<file path="config.mk">
export PLATFORM = sky130hd
export DESIGN_NAME = ts_pid_payload_extractor_unit
export DESIGN_NICKNAME = d
export VERILOG_FILES = /design/src/rtl/tspe_pkg.sv /design/src/rtl/tspe_cfg.sv /design/src/rtl/tspe_step.sv /design/src/rtl/ts_pid_payload_extractor_unit.sv
export SDC_FILE = /design/constraint.sdc
export NUM_CORES = 1
export LEC_CHECK = 0
export BUFFER_PORTS_ARGS = -buffer_cell sky130_fd_sc_hd__buf_2
export CAP_MARGIN = 30
export CORE_MARGIN = 2
export CORE_UTILIZATION = 44
export DETAILED_ROUTE_END_ITERATION = 12
export PLACE_DENSITY = 0.78
export SYNTH_ARGS = -nofsm -noshare
export SYNTH_HDL_FRONTEND = slang
export SYNTH_SLANG_ARGS = --single-unit
</file>
<file path="constraint.sdc">
create_clock -name i_clk -period 6.78 [get_ports i_clk]
set_input_delay 1.695 -clock i_clk [delete_from_list [all_inputs] [get_ports i_clk]]
set_output_delay 1.695 -clock i_clk [all_outputs]
set_load 0.01 [all_outputs]
</file>
<file path="src/rtl/tspe_pkg.sv">
// ----------------------------------------------------------------------------
// tspe_pkg
// Types and constants of the transport stream PID filter and payload extractor.
// ----------------------------------------------------------------------------
`default_nettype none

package tspe_pkg;

    localparam logic [7:0]  SYNC_BYTE      = 8'h47;
    localparam logic [7:0]  PKT_LEN        = 8'd188;
    localparam logic [7:0]  LAST_POS       = 8'd187;
    localparam logic [7:0]  HDR_LAST_POS   = 8'd3;
    localparam logic [12:0] NULL_PID       = 13'h1FFF;
    localparam logic [12:0] TARGET_RESET   = 13'h1000;
    localparam logic [8:0]  MAX_ADAPT_LEN  = 9'd183;
    localparam logic [1:0]  AFC_ADAPT_ONLY = 2'b10;
    localparam logic [1:0]  AFC_BOTH       = 2'b11;

    // APB register map: one register, word-addressed by paddr[2]
    localparam int          CFG_ADDR_W     = 3;
    localparam logic        REG_TARGET_PID = 1'b0;

    typedef enum logic [1:0] {
        MODE_HUNT   = 2'd0,
        MODE_HEADER = 2'd1,
        MODE_BODY   = 2'd2,
        MODE_DROP   = 2'd3
    } t_mode;

    typedef enum logic [2:0] {
        EV_PAYLOAD   = 3'd0,
        EV_CC_ERR    = 3'd1,
        EV_TEI       = 3'd2,
        EV_SCRAMBLED = 3'd3,
        EV_SYNC_LOSS = 3'd4,
        EV_BAD_AF    = 3'd5,
        EV_BAD_PTR   = 3'd6
    } t_event;

    typedef struct packed {
        logic [7:0] stream_byte;
        logic       seek_unit_start;
    } t_in_beat;

    typedef struct packed {
        t_event     event_kind;
        logic [7:0] payload_byte;
        logic       unit_start;
        logic [3:0] expected_count;
        logic [3:0] found_count;
    } t_out_beat;

    typedef struct packed {
        logic      valid;
        t_out_beat beat;
    } t_step_res;

endpackage

`default_nettype wire

</file>
<file path="src/rtl/tspe_cfg.sv">
// ----------------------------------------------------------------------------
// tspe_cfg
// APB register file holding the target PID.
// ----------------------------------------------------------------------------
`default_nettype none

module tspe_cfg (
    input  wire logic                            i_clk,
    input  wire logic                            i_rst_n,
    input  wire logic                            psel,
    input  wire logic                            penable,
    input  wire logic                            pwrite,
    input  wire logic [tspe_pkg::CFG_ADDR_W-1:0] paddr,
    input  wire logic [31:0]                     pwdata,
    output logic      [31:0]                     prdata,
    output logic                                 pready,
    output logic      [12:0]                     o_target_pid
);
    import tspe_pkg::*;

    logic [12:0] r_target_pid;
    logic        w_sel_target;

    assign w_sel_target = (paddr[CFG_ADDR_W-1] == REG_TARGET_PID);
    assign pready       = 1'b1;
    assign o_target_pid = r_target_pid;

    always_comb begin
        prdata = '0;
        if (w_sel_target) begin
            prdata = {19'd0, r_target_pid};
        end
    end

    always_ff @(posedge i_clk) begin
        if (!i_rst_n) begin
            r_target_pid <= TARGET_RESET;
        end else if (psel && penable && pwrite && pready && w_sel_target) begin
            r_target_pid <= pwdata[12:0];
        end
    end

endmodule

`default_nettype wire

</file>
<file path="src/rtl/tspe_step.sv">
// ----------------------------------------------------------------------------
// tspe_step
// Packet state machine: sync, header checks, PID filter, continuity, adaptation
// and pointer skipping. Updates state and forms at most one result per byte.
// ----------------------------------------------------------------------------
`default_nettype none

module tspe_step (
    input  wire logic                 i_clk,
    input  wire logic                 i_rst_n,
    input  wire logic                 i_en,
    input  wire tspe_pkg::t_in_beat   i_beat,
    input  wire logic [12:0]          i_target_pid,
    output tspe_pkg::t_step_res       o_res
);
    import tspe_pkg::*;

    t_mode       r_mode,     n_mode;
    logic [7:0]  r_pos,      n_pos;
    logic [23:0] r_hdr,      n_hdr;
    logic [3:0]  r_cc,       n_cc;
    logic        r_cc_vld,   n_cc_vld;
    logic        r_seeking,  n_seeking;
    logic [7:0]  r_skip,     n_skip;
    logic        r_len_pend, n_len_pend;
    logic        r_ptr_last, n_ptr_last;
    logic        r_mark,     n_mark;

    logic [7:0]  w_b;
    logic        w_abort;
    t_mode       w_mode0;
    logic        w_seek0, w_mark0, w_len0, w_ptr0;
    logic [7:0]  w_skip0;
    logic [12:0] w_pid;
    logic        w_pusi, w_tei, w_scr, w_pass;
    logic [1:0]  w_afc;
    logic [3:0]  w_found, w_cc_cmp;
    logic [8:0]  w_total;
    logic        w_ptr_end, w_ptr_bad;
    logic [7:0]  w_pos_inc;

    assign w_b = i_beat.stream_byte;

    // A seek request mid-packet drops this byte and the rest of the packet
    assign w_abort = i_beat.seek_unit_start && (r_pos != 8'd0)
                     && (r_mode == MODE_HEADER || r_mode == MODE_BODY);
    assign w_mode0 = w_abort ? MODE_DROP : r_mode;
    assign w_seek0 = i_beat.seek_unit_start ? 1'b1 : r_seeking;
    assign w_mark0 = i_beat.seek_unit_start ? 1'b0 : r_mark;
    assign w_len0  = w_abort ? 1'b0 : r_len_pend;
    assign w_ptr0  = w_abort ? 1'b0 : r_ptr_last;
    assign w_skip0 = w_abort ? 8'd0 : r_skip;

    // Header fields, decoded while the fourth header byte is on the input
    assign w_tei    = r_hdr[15];
    assign w_pusi   = r_hdr[14];
    assign w_pid    = {r_hdr[12:8], r_hdr[7:0]};
    assign w_scr    = (w_b[7:6] != 2'b00);
    assign w_afc    = w_b[5:4];
    assign w_found  = w_b[3:0];
    assign w_pass   = (w_pid != NULL_PID) && (w_pid == i_target_pid)
                      && (w_afc != AFC_ADAPT_ONLY);
    assign w_cc_cmp = r_cc_vld ? r_cc : w_found;

    assign w_total   = {1'b0, w_b} + {8'd0, r_hdr[22]};
    assign w_ptr_end = (w_skip0 == 8'd1) && w_ptr0;
    assign w_ptr_bad = (w_b > (LAST_POS - r_pos));
    assign w_pos_inc = r_pos + 8'd1;

    // Next state
    always_comb begin
        n_mode     = w_mode0;
        n_pos      = r_pos;
        n_hdr      = r_hdr;
        n_cc       = r_cc;
        n_cc_vld   = r_cc_vld;
        n_seeking  = w_seek0;
        n_skip     = w_skip0;
        n_len_pend = w_len0;
        n_ptr_last = w_ptr0;
        n_mark     = w_mark0;
        case (w_mode0)
            MODE_HUNT: begin
                if (w_b == SYNC_BYTE) begin
                    n_mode = MODE_HEADER;
                    n_pos  = 8'd1;
                    n_hdr  = '0;
                end
            end
            MODE_HEADER: begin
                n_pos = w_pos_inc;
                if (r_pos == 8'd0) begin
                    n_hdr = '0;
                    if (w_b != SYNC_BYTE) begin
                        // lost sync: hunt byte by byte
                        n_mode     = MODE_HUNT;
                        n_pos      = 8'd0;
                        n_seeking  = 1'b1;
                        n_mark     = 1'b0;
                        n_len_pend = 1'b0;
                        n_ptr_last = 1'b0;
                        n_skip     = 8'd0;
                    end
                end else begin
                    n_hdr = {r_hdr[15:0], w_b};
                    if (r_pos == HDR_LAST_POS) begin
                        if (w_tei || w_scr) begin
                            n_mode     = MODE_DROP;
                            n_seeking  = 1'b1;
                            n_mark     = 1'b0;
                            n_len_pend = 1'b0;
                            n_ptr_last = 1'b0;
                            n_skip     = 8'd0;
                        end else if (!w_pass) begin
                            n_mode = MODE_DROP;
                        end else begin
                            n_cc     = w_found + 4'd1;
                            n_cc_vld = 1'b1;
                            if (w_seek0 && !w_pusi) begin
                                n_mode = MODE_DROP;
                            end else begin
                                n_mode     = MODE_BODY;
                                n_len_pend = (w_afc == AFC_BOTH);
                                n_ptr_last = w_pusi && w_seek0;
                                n_skip     = ((w_afc != AFC_BOTH) && w_pusi) ? 8'd1 : 8'd0;
                            end
                        end
                    end
                end
            end
            MODE_BODY: begin
                n_pos = w_pos_inc;
                if (w_len0) begin
                    n_len_pend = 1'b0;
                    if (w_total > MAX_ADAPT_LEN) begin
                        n_mode     = MODE_DROP;
                        n_seeking  = 1'b1;
                        n_mark     = 1'b0;
                        n_ptr_last = 1'b0;
                        n_skip     = 8'd0;
                    end else begin
                        n_skip = w_total[7:0];
                    end
                end else if (w_skip0 != 8'd0) begin
                    n_skip = w_skip0 - 8'd1;
                    if (w_ptr_end) begin
                        n_ptr_last = 1'b0;
                        if (w_ptr_bad) begin
                            n_mode    = MODE_DROP;
                            n_seeking = 1'b1;
                            n_mark    = 1'b0;
                            n_skip    = 8'd0;
                        end else begin
                            n_skip    = w_b;
                            n_seeking = 1'b0;
                            n_mark    = 1'b1;
                        end
                    end
                end else begin
                    n_mark = 1'b0;
                end
            end
            MODE_DROP: begin
                n_pos = w_pos_inc;
            end
            default: begin
                n_mode = MODE_HUNT;
            end
        endcase
        // Packet boundary: expect the next sync byte
        if (w_mode0 != MODE_HUNT && n_mode != MODE_HUNT && n_pos >= PKT_LEN) begin
            n_pos      = 8'd0;
            n_mode     = MODE_HEADER;
            n_len_pend = 1'b0;
            n_ptr_last = 1'b0;
            n_skip     = 8'd0;
        end
    end

    // Result
    always_comb begin
        o_res = '0;
        if (i_en) begin
            case (w_mode0)
                MODE_HEADER: begin
                    if (r_pos == 8'd0) begin
                        if (w_b != SYNC_BYTE) begin
                            o_res.valid           = 1'b1;
                            o_res.beat.event_kind = EV_SYNC_LOSS;
                        end
                    end else if (r_pos == HDR_LAST_POS) begin
                        if (w_tei) begin
                            o_res.valid           = 1'b1;
                            o_res.beat.event_kind = EV_TEI;
                        end else if (w_scr) begin
                            o_res.valid           = 1'b1;
                            o_res.beat.event_kind = EV_SCRAMBLED;
                        end else if (w_pass && (w_cc_cmp != w_found)) begin
                            o_res.valid               = 1'b1;
                            o_res.beat.event_kind     = EV_CC_ERR;
                            o_res.beat.expected_count = w_cc_cmp;
                            o_res.beat.found_count    = w_found;
                        end
                    end
                end
                MODE_BODY: begin
                    if (w_len0) begin
                        if (w_total > MAX_ADAPT_LEN) begin
                            o_res.valid           = 1'b1;
                            o_res.beat.event_kind = EV_BAD_AF;
                        end
                    end else if (w_skip0 != 8'd0) begin
                        if (w_ptr_end && w_ptr_bad) begin
                            o_res.valid           = 1'b1;
                            o_res.beat.event_kind = EV_BAD_PTR;
                        end
                    end else begin
                        o_res.valid             = 1'b1;
                        o_res.beat.event_kind   = EV_PAYLOAD;
                        o_res.beat.payload_byte = w_b;
                        o_res.beat.unit_start   = w_mark0;
                    end
                end
                default: begin
                    o_res = '0;
                end
            endcase
        end
    end

    always_ff @(posedge i_clk) begin
        if (!i_rst_n) begin
            r_mode     <= MODE_HUNT;
            r_pos      <= 8'd0;
            r_hdr      <= '0;
            r_cc       <= 4'd0;
            r_cc_vld   <= 1'b0;
            r_seeking  <= 1'b1;
            r_skip     <= 8'd0;
            r_len_pend <= 1'b0;
            r_ptr_last <= 1'b0;
            r_mark     <= 1'b0;
        end else if (i_en) begin
            r_mode     <= n_mode;
            r_pos      <= n_pos;
            r_hdr      <= n_hdr;
            r_cc       <= n_cc;
            r_cc_vld   <= n_cc_vld;
            r_seeking  <= n_seeking;
            r_skip     <= n_skip;
            r_len_pend <= n_len_pend;
            r_ptr_last <= n_ptr_last;
            r_mark     <= n_mark;
        end
    end

endmodule

`default_nettype wire

</file>
<file path="src/rtl/ts_pid_payload_extractor_unit.sv">
// ----------------------------------------------------------------------------
// ts_pid_payload_extractor_unit
// MPEG transport stream PID filter and payload extractor, one byte per beat.
// ----------------------------------------------------------------------------
// Takes one transport stream byte per input beat and returns at most one
// result beat per byte: a payload byte of the selected PID or an error event.
// Throughput is one byte per clock while the output is not stalled; a byte
// passes an input register, the packet state logic and the result register.
// The packet state update is the step that sets this rate.
// Input ready drops only while both registers hold beats and the output stalls.
// Write target_pid over APB at byte address 0 while the block is idle.
// ----------------------------------------------------------------------------
`default_nettype none

module ts_pid_payload_extractor_unit (
    input  wire logic                            i_clk,
    input  wire logic                            i_rst_n,
    input  wire logic                            i_valid,
    output logic                                 o_ready,
    input  wire tspe_pkg::t_in_beat              i_data,
    output logic                                 o_valid,
    input  wire logic                            i_ready,
    output tspe_pkg::t_out_beat                  o_data,
    input  wire logic                            psel,
    input  wire logic                            penable,
    input  wire logic                            pwrite,
    input  wire logic [tspe_pkg::CFG_ADDR_W-1:0] paddr,
    input  wire logic [31:0]                     pwdata,
    output logic      [31:0]                     prdata,
    output logic                                 pready
);
    import tspe_pkg::*;

    logic        r_in_valid;
    t_in_beat    r_in_beat;
    logic        r_out_valid;
    t_out_beat   r_out_beat;
    logic        w_adv;
    logic        w_out_free;
    logic [12:0] w_target_pid;
    t_step_res   w_res;

    assign w_out_free = !r_out_valid || i_ready;
    assign w_adv      = r_in_valid && w_out_free;
    assign o_ready    = !r_in_valid || w_adv;
    assign o_valid    = r_out_valid;
    assign o_data     = r_out_beat;

    tspe_cfg u_cfg (
        .i_clk       (i_clk),
        .i_rst_n     (i_rst_n),
        .psel        (psel),
        .penable     (penable),
        .pwrite      (pwrite),
        .paddr       (paddr),
        .pwdata      (pwdata),
        .prdata      (prdata),
        .pready      (pready),
        .o_target_pid(w_target_pid)
    );

    tspe_step u_step (
        .i_clk       (i_clk),
        .i_rst_n     (i_rst_n),
        .i_en        (w_adv),
        .i_beat      (r_in_beat),
        .i_target_pid(w_target_pid),
        .o_res       (w_res)
    );

    always_ff @(posedge i_clk) begin
        if (!i_rst_n) begin
            r_in_valid <= 1'b0;
        end else if (o_ready) begin
            r_in_valid <= i_valid;
        end
    end

    always_ff @(posedge i_clk) begin
        if (o_ready && i_valid) begin
            r_in_beat <= i_data;
        end
    end

    always_ff @(posedge i_clk) begin
        if (!i_rst_n) begin
            r_out_valid <= 1'b0;
        end else if (w_out_free) begin
            r_out_valid <= w_adv && w_res.valid;
        end
    end

    // hold the result beat while the sink stalls
    always_ff @(posedge i_clk) begin
        if (w_out_free) begin
            r_out_beat <= w_res.beat;
        end
    end

endmodule

`default_nettype wire

</file>
==> metrics.txt, run 1 <==
# TYPE chip_impl_metric gauge
chip_impl_metric{name="floorplan.initialDensity",unit="%"} 44.9
chip_impl_metric{name="synth_sequential_area_ratio",unit="%"} 35.8
chip_impl_metric{name="slew_viol_final",unit=""} 0
chip_impl_metric{name="drtPass1Iterations",unit=""} 5
chip_impl_info{name="worstSetupStartpointType",value="flip-flop"} 1
chip_impl_metric{name="cts_inserted_buffers",unit=""} 9
chip_impl_metric{name="inserted_diodes",unit=""} 0
chip_impl_metric{name="vias",unit=""} 5186
chip_impl_metric{name="p_leak",unit="nW"} 2.60
chip_impl_metric{name="postSynthAreaPerCell",unit="µm²"} 8.37
chip_impl_metric{name="drt_drc_violations_left",unit=""} 0
chip_impl_metric{name="routed_wire_per_std_cell",unit="µm"} 16.6
chip_impl_metric{name="row_count",unit=""} 41
chip_impl_metric{name="async_flop_share",unit="%"} 0
chip_impl_info{name="critical_path.reg2reg.endpoint",value="u_step.r_pos[0]$_SDFFE_PN0P_"} 1
chip_impl_metric{name="synth.distinct_cells",unit=""} 72
chip_impl_info{name="cts_root_buffer_type",value="clkbuf_16"} 1
chip_impl_metric{name="postCtsSetupRepairBufs",unit=""} 0
chip_impl_metric{name="min_path_cells",unit=""} 2
chip_impl_metric{name="postSynthRegisterBits",unit=""} 87
chip_impl_metric{name="clock_tree.htree_level_count",unit=""} 3
chip_impl_metric{name="regToRegSetupSlack",unit="ps"} 2480
chip_impl_metric{name="dp_hpwl",unit="µm"} 10400
chip_impl_info{name="dr.max_layer_used",value="met4"} 1
chip_impl_metric{name="nFillCells",unit=""} 1233
chip_impl_metric{name="critical_path_peak_fanout",unit=""} 12
chip_impl_metric{name="synthesis.area",unit="mm²"} 0.00567
chip_impl_info{name="worst_setup_path_end_kind",value="flip-flop"} 1
chip_impl_metric{name="cts_resized",unit=""} 0
chip_impl_metric{name="syn_inst",unit=""} 678
chip_impl_metric{name="timing.final.crit_share",unit="%"} 63.5
chip_impl_metric{name="fin_worst_skew",unit="ps"} 13.5
chip_impl_info{name="status",value="finished, final reports clean"} 1
chip_impl_info{name="worst_hold_path_type",value="reg2reg"} 1
chip_impl_metric{name="placedCellCount",unit=""} 875
chip_impl_metric{name="achievable-frequency",unit="MHz"} 232
chip_impl_metric{name="numClockSinks",unit=""} 87
chip_impl_metric{name="total_count_of_hold_check_failures_in_the_final_report",unit=""} 0
chip_impl_metric{name="io-pin-count",unit=""} 106
chip_impl_info{name="criticalPathCategory",value="reg2reg"} 1
chip_impl_metric{name="met2RoutedLength",unit="µm"} 6910
chip_impl_metric{name="antenna_found_initial",unit=""} 0
chip_impl_metric{name="met3RoutedLength",unit="µm"} 935
chip_impl_metric{name="worstPathRequired",unit="ps"} 7050
chip_impl_metric{name="timing.setup.tns",unit="ps"} 0
chip_impl_metric{name="floorplan.die.width",unit="µm"} 118
chip_impl_metric{name="placed_cell_area",unit="mm²"} 0.00598
chip_impl_metric{name="cts.reportedPaths.clkPinSlew",unit="ps"} 70
chip_impl_metric{name="port-buffer-count",unit=""} 64
chip_impl_metric{name="final-instance-count-excl-fill",unit=""} 892
chip_impl_metric{name="synthToLayoutAreaGrowth",unit="%"} 11.3
chip_impl_info{name="worstHoldEndpoint",value="u_step.r_hdr[22]$_SDFFE_PN0P_"} 1
chip_impl_metric{name="ant_nets",unit=""} 0
chip_impl_metric{name="route.final.wire_length",unit="µm"} 14800
chip_impl_metric{name="final_layout_size_suffix_gt1_share",unit="%"} 13.9
chip_impl_metric{name="slew-limit-headroom",unit="%"} 35.6
chip_impl_info{name="min-delay-start",value="u_step.r_hdr[22]$_SDFFE_PN0P_"} 1
chip_impl_info{name="mostFrequentLayoutCells",value="87 x nand2_1, 64 x buf_2, 58 x dfxtp_1, 43 x nand3_1, 34 x nor2_1"} 1
chip_impl_info{name="tritoncts",value="built"} 1
chip_impl_metric{name="avgViaCountPerCell",unit=""} 5.81
chip_impl_metric{name="gp_congestion",unit=""} 0.942
chip_impl_metric{name="vdd.ir_drop.worst",unit="µV"} 107
chip_impl_metric{name="synth_edf_count",unit=""} 29
chip_impl_metric{name="clock_latency_reported_for_the_late_side_of_the_worst_skew_pair",unit="ps"} 360
chip_impl_metric{name="worst_pin_slew",unit="ps"} 965
chip_impl_metric{name="r2r_cells",unit=""} 14
chip_impl_metric{name="design.die.area",unit="mm²"} 0.0138
chip_impl_info{name="ys_dominant_reg_cell",value="dfxtp_1"} 1
chip_impl_metric{name="max-cap-violations",unit=""} 0
chip_impl_metric{name="drtIter0Drc",unit=""} 612
chip_impl_metric{name="grt_pass1_vias",unit=""} 4733
chip_impl_metric{name="grt_overflow_total",unit=""} 0
chip_impl_metric{name="crit_arrival",unit="ps"} 4580
chip_impl_metric{name="route.layer.met1.wl",unit="µm"} 6480
chip_impl_metric{name="setup_violations",unit=""} 0
chip_impl_metric{name="core_area",unit="mm²"} 0.0126
chip_impl_metric{name="final_period_minus_worst_setup_slack",unit="ps"} 4300
chip_impl_metric{name="postLayoutCellArea",unit="mm²"} 0.00631
chip_impl_metric{name="synth_warnings",unit=""} 0
chip_impl_metric{name="grt_use_total",unit="%"} 21.5
chip_impl_metric{name="die_height",unit="µm"} 118
chip_impl_metric{name="clockBufferDepth",unit=""} 2
chip_impl_info{name="rsz0062_at_grt",value="false"} 1
chip_impl_info{name="mostFrequentLayoutCell",value="nand2_1"} 1
chip_impl_metric{name="pin_count_of_the_biggest_net_entering_global_routing",unit=""} 60
chip_impl_metric{name="holdBufCountCts",unit=""} 0
chip_impl_metric{name="first_pass_grt_wire_length",unit="µm"} 24300
chip_impl_metric{name="p_per_area",unit="mW/mm²"} 187
chip_impl_info{name="worst_r2r_startpoint",value="u_step.r_pos[2]$_SDFFE_PN0P_"} 1
chip_impl_metric{name="design.final.nets",unit=""} 788
kinds of logic (layout without fill, tap and decap cells):
family / Yosys count / after routing / share of synthesized area [%]
AOI/OAI and AO/OA: 170 / 170 / 20.9
xor gates and xnor gates: 27 / 27 / 4.17
adders and majority gates: 22 / 22 / 4.85
buffers and inverters: 83 / 107 / 7.02
DFF: 87 / 87 / 35.8
muxes: 6 / 6 / 1.06
other: 2 / 20 / 0.132
and+or+nand+nor: 281 / 281 / 26.0
flip-flops by register name, summed over array words and instances, names as in the netlist, 2 cells and up:
signal	flops
u_step.r_pos	8
u_cfg.o_target_pid	13
u_step.r_cc	4
u_step.r_hdr	16
r_in_beat	9
u_step.r_mode	2
o_data	20
u_step.r_skip	8
metrics by stage:
stage	power (mW)	setup WS (ps)	hold WS, ps	util (%)
global route	1.22	2230	505	50.0
CTS	1.19	2290	486	50.0
global placement	0.655	2340	464	47.3
finish	1.18	2480	489	50.0
detailed placement	0.657	2300	476	47.4
floorplan	0.633	3010	445	-
how the worst max path moves through the flow:
stage / depth (start not counted) / end / slack, ps / from
floorplan: 2 / prdata[10] / 3010 / paddr[2]
global placement: 13 / u_step.r_skip[3]$_SDFFE_PN0P_ / 2340 / u_step.r_pos[2]$_SDFFE_PN0P_
detailed placement: 13 / u_step.r_skip[3]$_SDFFE_PN0P_ / 2300 / u_step.r_pos[2]$_SDFFE_PN0P_
CTS: 13 / u_step.r_skip[3]$_SDFFE_PN0P_ / 2290 / u_step.r_pos[2]$_SDFFE_PN0P_
global route: 15 / u_step.r_pos[7]$_SDFFE_PN0P_ / 2230 / u_step.r_pos[2]$_SDFFE_PN0P_
finish: 14 / u_step.r_pos[0]$_SDFFE_PN0P_ / 2480 / u_step.r_pos[2]$_SDFFE_PN0P_
power by group:
part	leakage [nW]	internal (mW)	switching, mW
sequential	0.803	0.544	0.0231
clock	0.155	0.298	0.238
combinational	1.65	0.0307	0.0493
synth_stat cells (all sizes together) (17+ instances only):
| cell | count | area, µm² |
|---|---|---|
| a21oi | 26 | 130 |
| and2 | 17 | 106 |
| ha | 22 | 275 |
| nor2 | 34 | 128 |
| dfxtp | 58 | 1160 |
| o21ai | 35 | 175 |
| nand2 | 88 | 333 |
| xor2 | 22 | 193 |
| inv | 24 | 90.1 |
| nand3 | 44 | 225 |
| edfxtp | 29 | 871 |
| buf | 27 | 188 |
| a21boi | 31 | 233 |
| clkbuf | 32 | 120 |
| nor2b | 25 | 156 |
routing by layer:
layer	up-vias	global-route usage, %
met3	33	3.97
met4	0	10.0
met5	-	0
met1	2452	28.0
met2	208	34.8
li1	2493	-
critical path: stages, from the launching register on:
cell and delay [ps]:
dfxtp_1 490, inv_1 120, ha_1 220, nor3b_2 190, a31oi_1 580, nor2_1 200
ha_1 420, nand2_1 130, nor3_1 50, a2bb2oi_1 410, nand2_2 130, o311ai_2 640
buf_4 280, nand3_2 150, o21ai_1 210
final cells by class:
class	count	area, µm²	share of cell area [%]
well taps	172	215	3.41
repair buffers	67	343	5.43
flip-flops and latches	87	2030	32.2
clock buffers	9	225	3.57
inverters	24	90.1	1.43
clock inverters	7	96.3	1.53
multi-input cells	526	3310	52.4
(Power assumes the default switching activity.)
==> run 2: changes to the inputs <==
clock period = 4.3 ns   (was 6.78 ns; I/O delays follow)
==> metrics.txt, run 2 (same netlist as run 1, synthesis figures left out) <==
# TYPE chip_impl_metric gauge
chip_impl_info{name="status",value="finished, final reports clean"} 1
chip_impl_metric{name="p_leak",unit="nW"} 2.70
chip_impl_metric{name="setup_violations",unit=""} 0
chip_impl_metric{name="nFillCells",unit=""} 1229
chip_impl_metric{name="routed_wire_per_std_cell",unit="µm"} 16.8
chip_impl_metric{name="max-cap-violations",unit=""} 0
chip_impl_metric{name="net-switching-power",unit="mW"} 0.492
chip_impl_info{name="criticalPathCategory",value="reg2reg"} 1
chip_impl_metric{name="grt_pass1_vias",unit=""} 4880
chip_impl_metric{name="cts_inserted_buffers",unit=""} 9
chip_impl_metric{name="min_path_cells",unit=""} 2
chip_impl_info{name="critical_path.slowest_cell",value="o311ai_2"} 1
chip_impl_info{name="worst_setup_path_end_kind",value="flip-flop"} 1
chip_impl_metric{name="timing.setup.tns",unit="ps"} 0
chip_impl_info{name="worst_hold_path_type",value="reg2reg"} 1
chip_impl_metric{name="ant_nets",unit=""} 0
chip_impl_metric{name="die_height",unit="µm"} 118
chip_impl_metric{name="critical_path_peak_fanout",unit=""} 9
chip_impl_metric{name="cts_resized",unit=""} 0
chip_impl_metric{name="regToRegSetupSlack",unit="ps"} 560
chip_impl_metric{name="timing.final.crit_share",unit="%"} 87.0
chip_impl_metric{name="grt_overflow_total",unit=""} 0
chip_impl_metric{name="design.final.nets",unit=""} 807
chip_impl_metric{name="p_per_area",unit="mW/mm²"} 290
chip_impl_metric{name="io-pin-count",unit=""} 106
chip_impl_info{name="rsz0062_at_grt",value="false"} 1
chip_impl_metric{name="port-buffer-count",unit=""} 64
chip_impl_info{name="tritoncts",value="built"} 1
chip_impl_metric{name="crit_arrival",unit="ps"} 4020
chip_impl_metric{name="route.final.wire_length",unit="µm"} 15300
chip_impl_metric{name="row_count",unit=""} 41
chip_impl_info{name="min-delay-start",value="u_step.r_hdr[22]$_SDFFE_PN0P_"} 1
chip_impl_info{name="grt_busiest_layer",value="met2"} 1
chip_impl_metric{name="floorplan.initialDensity",unit="%"} 44.9
chip_impl_metric{name="clock_tree.htree_level_count",unit=""} 3
chip_impl_info{name="mostFrequentLayoutCell",value="nand2_1"} 1
chip_impl_metric{name="fin_worst_skew",unit="ps"} 8.55
chip_impl_info{name="worstPathCellList",value="inv_1 -> ha_1 -> nor3b_2 -> a31oi_1 -> nor2_1 -> inv_1 -> ha_1 -> buf_4 -> o21ai_0 -> a31oi_1 -> a21o_1 -> o311ai_2 -> a22o_1 -> o2bb2ai_1"} 1
chip_impl_metric{name="internal_power",unit="mW"} 1.38
chip_impl_info{name="critical-path-top-delay-family",value="compound AO/OA/AOI/OAI gates"} 1
chip_impl_info{name="mostFrequentLayoutCells",value="87 x nand2_1, 64 x buf_2, 58 x dfxtp_1, 43 x nand3_1, 34 x nor2_1"} 1
chip_impl_metric{name="gp_congestion",unit=""} 0.913
chip_impl_info{name="worst_r2r_startpoint",value="u_step.r_pos[2]$_SDFFE_PN0P_"} 1
chip_impl_metric{name="design.die.area",unit="mm²"} 0.0138
chip_impl_metric{name="avgViaCountPerCell",unit=""} 5.79
chip_impl_metric{name="inserted_diodes",unit=""} 0
chip_impl_metric{name="clockBufferDepth",unit=""} 2
chip_impl_metric{name="final_layout_size_suffix_gt1_share",unit="%"} 16.1
chip_impl_metric{name="grt_use_total",unit="%"} 22.2
chip_impl_info{name="cts_root_buffer_type",value="clkbuf_16"} 1
chip_impl_metric{name="comb_power_share",unit="%"} 7.3
chip_impl_metric{name="worst_pin_slew",unit="ps"} 1000
chip_impl_info{name="worstHoldEndpoint",value="u_step.r_hdr[22]$_SDFFE_PN0P_"} 1
chip_impl_metric{name="slew_viol_final",unit=""} 0
chip_impl_metric{name="r2r_cells",unit=""} 14
chip_impl_metric{name="vdd.ir_drop.worst",unit="µV"} 156
chip_impl_metric{name="drtPass1Iterations",unit=""} 6
chip_impl_metric{name="clock_latency_reported_for_the_late_side_of_the_worst_skew_pair",unit="ps"} 360
chip_impl_metric{name="worstPathRequired",unit="ps"} 4590
chip_impl_metric{name="largest_register_ffs",unit=""} 20
chip_impl_metric{name="total_power",unit="mW"} 1.87
chip_impl_metric{name="first_pass_grt_wire_length",unit="µm"} 24700
chip_impl_metric{name="vias",unit=""} 5271
chip_impl_metric{name="met3_global_route_usage",unit="%"} 4.31
chip_impl_info{name="critical_path.reg2reg.endpoint",value="u_step.r_skip[6]$_SDFFE_PN0P_"} 1
chip_impl_metric{name="clock_power_share",unit="%"} 45.2
chip_impl_metric{name="use_met1",unit="%"} 28.8
chip_impl_info{name="worstSetupStartpointType",value="flip-flop"} 1
chip_impl_metric{name="synthToLayoutAreaGrowth",unit="%"} 14.0
chip_impl_metric{name="core_area",unit="mm²"} 0.0126
chip_impl_metric{name="postCtsSetupRepairBufs",unit=""} 0
chip_impl_metric{name="placed_cell_area",unit="mm²"} 0.00614
chip_impl_metric{name="achievable-frequency",unit="MHz"} 267
chip_impl_metric{name="antenna_found_initial",unit=""} 0
chip_impl_metric{name="final_period_minus_worst_setup_slack",unit="ps"} 3740
chip_impl_metric{name="seqPwrFrac",unit="%"} 47.5
chip_impl_metric{name="pin_count_of_the_biggest_net_entering_global_routing",unit=""} 34
chip_impl_metric{name="total_count_of_hold_check_failures_in_the_final_report",unit=""} 0
chip_impl_metric{name="postLayoutCellArea",unit="mm²"} 0.00647
chip_impl_metric{name="groute.layer.met2.usage",unit="%"} 36.4
chip_impl_metric{name="worst_path_largest_cell_delay",unit="ps"} 650
chip_impl_metric{name="power.share.switching",unit="%"} 26.3
chip_impl_metric{name="dp_hpwl",unit="µm"} 11000
chip_impl_metric{name="slew-limit-headroom",unit="%"} 32.5
chip_impl_metric{name="holdBufCountCts",unit=""} 0
chip_impl_metric{name="cp.buffers_inverters",unit=""} 3
chip_impl_metric{name="cts.reportedPaths.clkPinSlew",unit="ps"} 70
chip_impl_metric{name="drt_drc_violations_left",unit=""} 0
chip_impl_metric{name="drtIter0Drc",unit=""} 437
chip_impl_metric{name="floorplan.die.width",unit="µm"} 118
chip_impl_metric{name="numClockSinks",unit=""} 87
==> run 2: cell count changes in the layout (fill, tap and decap cells not counted), sizes merged <==
cell	delta
buf	+19
clkinv	+1
clkinvlp	-1
==> run 2: worst max-delay path by stage <==
stage	startpoint	to	slack, ps	depth (start not counted)
2_1_floorplan	u_step.r_pos[3]$_SDFFE_PN0P_	u_step.r_skip[6]$_SDFFE_PN0P_	1060	15
3_3_place_gp	u_step.r_pos[2]$_SDFFE_PN0P_	u_step.r_skip[3]$_SDFFE_PN0P_	680	14
3_5_place_dp	u_step.r_pos[2]$_SDFFE_PN0P_	u_step.r_skip[7]$_SDFFE_PN0P_	660	14
4_1_cts	u_step.r_pos[2]$_SDFFE_PN0P_	u_step.r_skip[6]$_SDFFE_PN0P_	660	14
5_1_grt	u_step.r_pos[2]$_SDFFE_PN0P_	u_step.r_skip[7]$_SDFFE_PN0P_	310	14
6_report	u_step.r_pos[2]$_SDFFE_PN0P_	u_step.r_skip[6]$_SDFFE_PN0P_	560	14
==> run 2: power groups by stage <==
stage	sequential (mW)	combinational [mW]	clock, mW
finish	0.890	0.136	0.847
global route	0.891	0.150	0.894
floorplan	0.885	0.113	0
global placement	0.907	0.132	0
detailed placement	0.908	0.134	0
CTS	0.889	0.135	0.862
==> run 2: per-stage QoR <==
step	setup WS, ps	utilization [%]	std cells	hold slack (ps)
after floorplan	1060	-	696	445
after global placement	678	48.7	895	462
after detailed placement	657	48.7	895	468
after CTS	660	51.2	911	477
after global routing	313	51.2	911	491
final	560	51.2	911	471
==> run 2: cell type report <==
cell class              instances  area, µm²  area share [%]
clock buffers                   9        225            3.48
well taps                     172        215            3.33
flip-flops and latches         87       2030            31.4
multi-input cells             526       3310            51.2
repair buffers                 86        498            7.70
inverters                      24       90.1            1.39
clock inverters                 7       97.6            1.51
==> run 2: layer usage <==
metal	up-vias	wire, µm
met2	218	7370
met5	-	0
met1	2495	6450
met4	0	384
li1	2528	-
met3	30	1070
==> run 2: worst min-delay path, delay by kind of cell, from the launching register on <==
kind | cells | cell delay, ps
flip-flops | 1 | 310
AND/OR/NAND/NOR | 1 | 50
AO/OA/AOI/OAI | 1 | 60
